`src/hdl/slab_pkg.sv`:
```
// Shared Q30 number format and sRGB linearisation table for the sRGB to CIELAB unit.
`timescale 1ns / 1ps
`default_nettype none
package slab_pkg;

  localparam int QB = 30;           // fraction bits of internal values
  localparam int QW = QB + 1;       // holds 0 up to and including 1.0
  localparam logic [QW-1:0] QONE = QW'(1) << QB;
  localparam int DIV_LAT = 3;       // register stages of a constant divider

  typedef logic [QW-1:0] qval_t;
  typedef qval_t lin_rom_t [256];

  // Rounded Q30 product.
  function automatic longint unsigned mul_q(longint unsigned a, longint unsigned b);
    return (a * b + (64'd1 << (QB - 1))) >> QB;
  endfunction

  // Largest Q30 r below 1.0 with r^5 <= w, each power built from rounded products; 1.0 when w is at least 1.0.
  function automatic longint unsigned root5_q(longint unsigned w);
    longint unsigned r;
    longint unsigned cand;
    longint unsigned p;
    r = 64'd0;
    if (w >= (64'd1 << QB)) begin
      return 64'd1 << QB;
    end
    for (int k = QB - 1; k >= 0; k--) begin
      cand = r | (64'd1 << k);
      p = cand;
      for (int n = 1; n < 5; n++) begin
        p = mul_q(p, cand);
      end
      if (p <= w) begin
        r = cand;
      end
    end
    return r;
  endfunction

  // sRGB code to linear light in Q30.
  function automatic longint unsigned lin_value(longint unsigned code);
    longint unsigned u;
    longint unsigned w;
    if (code <= 64'd10) begin
      return (code * 64'd5 * (64'd1 << QB) + 64'd8236) / 64'd16473;
    end
    u = (((64'd1000 * code + 64'd14025) << QB) + 64'd134512) / 64'd269025;
    w = mul_q(u, u);
    return mul_q(w, root5_q(w));
  endfunction

  function automatic lin_rom_t build_lin_rom();
    lin_rom_t rom;
    for (int c = 0; c < 256; c++) begin
      rom[c] = QW'(lin_value(64'(c)));
    end
    return rom;
  endfunction

  localparam lin_rom_t LIN_ROM = build_lin_rom();

endpackage
`default_nettype wire

```
`src/hdl/slab_div.sv`:
```
// Pipelined divider by a constant: reciprocal multiplication over three register stages.
`timescale 1ns / 1ps
`default_nettype none
module slab_div
  import slab_pkg::*;
#(
  parameter int DIVIDEND_W = 54,
  parameter int QUOTIENT_W = 31,
  parameter longint unsigned DIVISOR = 1
) (
  input  logic                  clk,
  input  logic                  rst,
  input  logic                  en,
  input  logic                  valid,
  input  logic [DIVIDEND_W-1:0] dividend,
  output logic                  quotient_valid,
  output logic [QUOTIENT_W-1:0] quotient
);

  localparam int DIVISOR_W = $clog2(DIVISOR + 1);
  // error of the rounded-up reciprocal times any dividend stays below 2^SHIFT
  localparam int SHIFT = DIVIDEND_W + DIVISOR_W;
  localparam int MW    = DIVIDEND_W + 2;
  localparam int NL    = DIVIDEND_W / 2;
  localparam int NH    = DIVIDEND_W - NL;
  localparam int ML    = MW / 2;
  localparam int MH    = MW - ML;
  localparam int PRW   = DIVIDEND_W + MW;

  function automatic logic [MW-1:0] reciprocal();
    logic [127:0] scaled;
    scaled = (128'd1 << SHIFT) + 128'(DIVISOR) - 128'd1;
    return MW'(scaled / 128'(DIVISOR));
  endfunction

  localparam logic [MW-1:0] MULT = reciprocal();
  localparam logic [ML-1:0] M_LO = MULT[ML-1:0];
  localparam logic [MH-1:0] M_HI = MULT[MW-1:ML];

  logic [DIV_LAT-1:0] vld;
  logic [NL+ML-1:0]   pp_ll;
  logic [NL+MH-1:0]   pp_lh;
  logic [NH+ML-1:0]   pp_hl;
  logic [NH+MH-1:0]   pp_hh;
  logic [PRW-1:0]     part_lo;
  logic [PRW-1:0]     part_hi;

  always_ff @(posedge clk) begin
    if (rst) begin
      vld <= '0;
    end else if (en) begin
      vld <= {vld[DIV_LAT-2:0], valid};
    end
    if (en) begin
      pp_ll    <= (NL+ML)'(dividend[NL-1:0]) * (NL+ML)'(M_LO);
      pp_lh    <= (NL+MH)'(dividend[NL-1:0]) * (NL+MH)'(M_HI);
      pp_hl    <= (NH+ML)'(dividend[DIVIDEND_W-1:NL]) * (NH+ML)'(M_LO);
      pp_hh    <= (NH+MH)'(dividend[DIVIDEND_W-1:NL]) * (NH+MH)'(M_HI);
      part_lo  <= PRW'(pp_ll) + (PRW'(pp_lh) << ML);
      part_hi  <= (PRW'(pp_hl) << NL) + (PRW'(pp_hh) << (NL + ML));
      quotient <= QUOTIENT_W'((part_lo + part_hi) >> SHIFT);
    end
  end

  assign quotient_valid = vld[DIV_LAT-1];

endmodule
`default_nettype wire

```
`config.mk`:
```
export PLATFORM = sky130hd
export DESIGN_NAME = slab_div
export DESIGN_NICKNAME = d
export VERILOG_FILES = /design/src/hdl/slab_pkg.sv /design/src/hdl/slab_div.sv
export SDC_FILE = /design/constraint.sdc
export NUM_CORES = 1
export LEC_CHECK = 0
export BUFFER_PORTS_ARGS = -buffer_cell sky130_fd_sc_hd__clkbuf_2
export CORE_ASPECT_RATIO = 1.2
export CORE_MARGIN = 10
export CORE_UTILIZATION = 30
export CTS_CLUSTER_DIAMETER = 200
export DETAILED_ROUTE_END_ITERATION = 7
export PLACE_DENSITY = 0.59
export SETUP_SLACK_MARGIN = 0.2
export SLEW_MARGIN = 30
export SYNTH_ARGS = -nofsm -noshare
export SYNTH_HDL_FRONTEND = slang
export SYNTH_SLANG_ARGS = --single-unit
```
`constraint.sdc`:
```
create_clock -name clk -period 0.8 [get_ports clk]
set_input_delay 0.04 -clock clk [delete_from_list [all_inputs] [get_ports clk]]
set_output_delay 0.04 -clock clk [all_outputs]
set_load 0.005 [all_outputs]
```
Word-level counts from Yosys, hierarchy flattened
Cells that the tools add are included.
{"block": "totals", "register_bits": 96, "in_bits": 58, "out_inout_bits": 32}
{"block": "classes", "addsub": 1}
{"op": "$add 82x86->86", "n": 1}

Depth between registers and ports, before layout
{"block": "logic_depth", "word_depth": 1, "mapped_depth": 2, "mapped_depth_nobuf": 2}

Worst setup path before layout
No wires, ideal clock.
{"block": "synth_path", "path_type": "register to register", "startpoint": "register pp_hh[27]", "endpoint": "register part_hi[82] (data pin)", "setup_time_ns": 0.266, "t_arrival_ns": 0.323, "required_time_ns": 0.534, "setup_slack_ns": 0.211, "stages_incl_launch_ff": 1, "path_buffers": 0, "synth_period_minus_slack_ns": 0.589, "cell_sequence": "edfxtp_1"}
{"element": "start, declared", "line_no": "slab_div.sv:44", "rtl": "logic [NH+MH-1:0] pp_hh;"}
{"element": "start signal, assigned", "line_no": "slab_div.sv:58", "rtl": "pp_hh <= (NH+MH)'(dividend[DIVIDEND_W-1:NL]) * (NH+MH)'(M_HI);"}
{"element": "end signal, assigned", "line_no": "slab_div.sv:60", "rtl": "part_hi <= (PRW'(pp_hl) << NL) + (PRW'(pp_hh) << (NL + ML));"}
{"element": "end, declared", "line_no": "slab_div.sv:46", "rtl": "logic [PRW-1:0] part_hi;"}
No word-level cell between the ends.

Worst setup path in the final report
{"block": "layout_path", "startpoint": "register quotient[7]", "endpoint": "output port quotient[7]"}
{"element": "start, declared", "line_no": "slab_div.sv:17", "rtl": "output logic [QUOTIENT_W-1:0] quotient"}
{"element": "start signal, assigned", "line_no": "slab_div.sv:61", "rtl": "quotient <= QUOTIENT_W'((part_lo + part_hi) >> SHIFT);"}
No word-level cell between the ends.

==> qor.yml <==
grt_max_degree: 52
core_sq_um: 9470
grt_pass1_vias: 1461
initial_core_util_pct: 30.6
die_height_um: 128
tightest_slew_ps: 261
boundaryPins: 90
ys.warnings.count: 0
seqPwrFrac_pct: 57.8
dpl_cell_area_sq_um: 3420
cpMaxStageDelayCell: "edfxtp_1"
clock_latency_ps: 330
report.final.hold_viol_count: 3
yosys.area.top_type: "edfxtp_1"
hold-path-endpoint: "vld[0]"
antenna_found_initial: 0
rows: 39
crit_arrival_ps: 840
crit_family: "flip-flops"
grt_util_all_layers_pct: 6.92
utilization_pct: 42.7
wl_per_cell_um: 13.5
mostFrequentLayoutCells: "edfxtp_1 (93), clkbuf_2 (62), dlygate4sd3_1 (27)"
skew_ps: 3.23
clkPwrFrac_pct: 37.9
cts_sinks: 96
r2r_start: "pp_lh[49]"
io_buffers: 66
ys_seq_elements: 96
finalMaxSlewViolations: 0
power_density_nw_per_um2: 2570
use_met1_pct: 6.98
syn_to_final_growth_pct: 39.6
yosys.cell_types.count: 4
grt_pass1_wl_mm: 7.20
gp_congestion: 0.601
final_area_sq_um: 4040
drive_gt1_share_pct: 37.8
avgSynthCellArea_sq_um: 28.4
hold_path_depth: 3
outcome: "finished with violations"
root_buffer: "clkbuf_16"
die_area_sq_um: 14000
antennaDiodeCount: 0
cts_tree: "done"
postRouteAntennaNets: 0
startpoint_type: "flop"
vias: 1297
r2r_slack_ps: 140
synth_nets: 160
hold_ws_ps: -41.3
overflow: 0
synthTopCellsByArea: "edfxtp_1 (96%), dfxtp_1 (2.1%), mux2i_1 (1.0%)"
power_leakage_nw: 1.57
cp_cell_sequence: "clkbuf_2"
routed_wl_mm: 4.59
pre_cts_ws_ps: -55.9
violations: "hold timing, setup timing"
numCtsBuffers: 9
rsz0062_at_grt: "yes"
crit_fanout: 1
path_buf_inv: 1
drtIter0Drc: 61
power.internal_mw: 8.52
clkTransAtPathRegs_ps: 60
final.setup.tns_ps: -1590
reg2regPathDepth: 0
cts_htree_levels: 3
hp-class: "input port to flop"
cts_buffer_depth: 2
switching_power_mw: 1.86
layout_commonest_cell: "edfxtp_1"
drc: 0
final-setup-viol-count: 32
seq_area_frac_synth_pct: 98.6
endpoint_kind: "output port"
p_comb_share_pct: 4.3
slowest_delay_ps: 380
globalRouteMet3Util_pct: 2.67
synthDominantCellAreaShare_pct: 96.5
relSlewSlack_pct: 82.6
finalNetCount: 271
hold_buffers: 32
chipWidth_um: 110
synth.cell_area_sq_um: 2890
maxCapViolCount: 0
vias_per_cell: 3.81
peakVddDrop_v: 0.000983
fin_crit_sh_pct: 110
fin_ws_ps: -78.1
dr.pass1.iters: 5
n_fill_cell: 845
use_met2_pct: 11.1
switching_share_pct: 17.9
busiest_layer: "met2"
postCtsSetupBuffers: 0
postSynthCellCount: 102
worstPathRequired_ps: 760
hp-start: "valid"
max_freq_mhz: 1140
fin_crit_ps: 878
crit_type: "flop to output port"
reg2reg_to: "part_lo[77]"
[synth_stat cells]
| library cell | instances |
|---|---|
| mux2i_1 | 3 |
| edfxtp_1 | 93 |
| dfxtp_1 | 3 |
| nor2_1 | 3 |
[power by group through the flow]
stage | clock, mW | sequential (mW) | combinational (mW)
after detailed placement | 0 | 6.11 | 0.331
after CTS | 4.10 | 6.00 | 0.458
final | 3.94 | 6.00 | 0.447
after floorplan | 0 | 6.09 | 0.00937
after global routing | 4.30 | 6.03 | 0.493
after global placement | 0 | 6.09 | 0.321
[cell type report]
type,instances,area [sq um],area share [%]
clock inverter,6,51.3,1.27
clock buffer,9,225,5.58
multi-input combinational,6,41.3,1.02
tap,123,154,3.81
timing repair buffer,100,712,17.6
sequential,96,2860,70.7
[through the flow]
| stage | cells | power (mW) | hold WS [ps] |
|---|---|---|---|
| floorplan | 102 | 6.10 | 112 |
| global placement | 293 | 6.41 | 218 |
| detailed placement | 293 | 6.44 | 219 |
| CTS | 340 | 10.6 | -48.9 |
| global route | 340 | 10.8 | -38.1 |
| finish | 340 | 10.4 | -41.3 |
[state kept, by name, summed over array words and instances (netlist names)]
signal    flops
part_hi       4
part_lo      27
vld           3
pp_lh        27
pp_hh         4
quotient     31
[per-layer routing]
metal	share of wire, %	wire, um
met1	36	1650
met2	54	2480
met3	6.3	291
met4	3.8	172
met5	0	0
[worst max path at each step]
stage                 startpoint      endpoint  cells after the start
finish               quotient[7]   quotient[7]                      1
detailed placement            en        vld[1]                      4
CTS                 quotient[13]  quotient[13]                      1
global route         quotient[7]   quotient[7]                      1
floorplan              pp_hh[27]   part_hi[82]                      0
global placement              en        vld[1]                      4
[kinds of logic after synthesis]
family        share of synthesized area, %
mux                                   1.04
flops                                 98.6
simple gates                         0.389
[repair_timing]
action / CTS / global route
gates resized for setup: 2 / 9
endpoints found under the hold margin: 36 / 3
endpoints found under the setup margin: 94 / 102
Power figures use the tool's default switching activity.
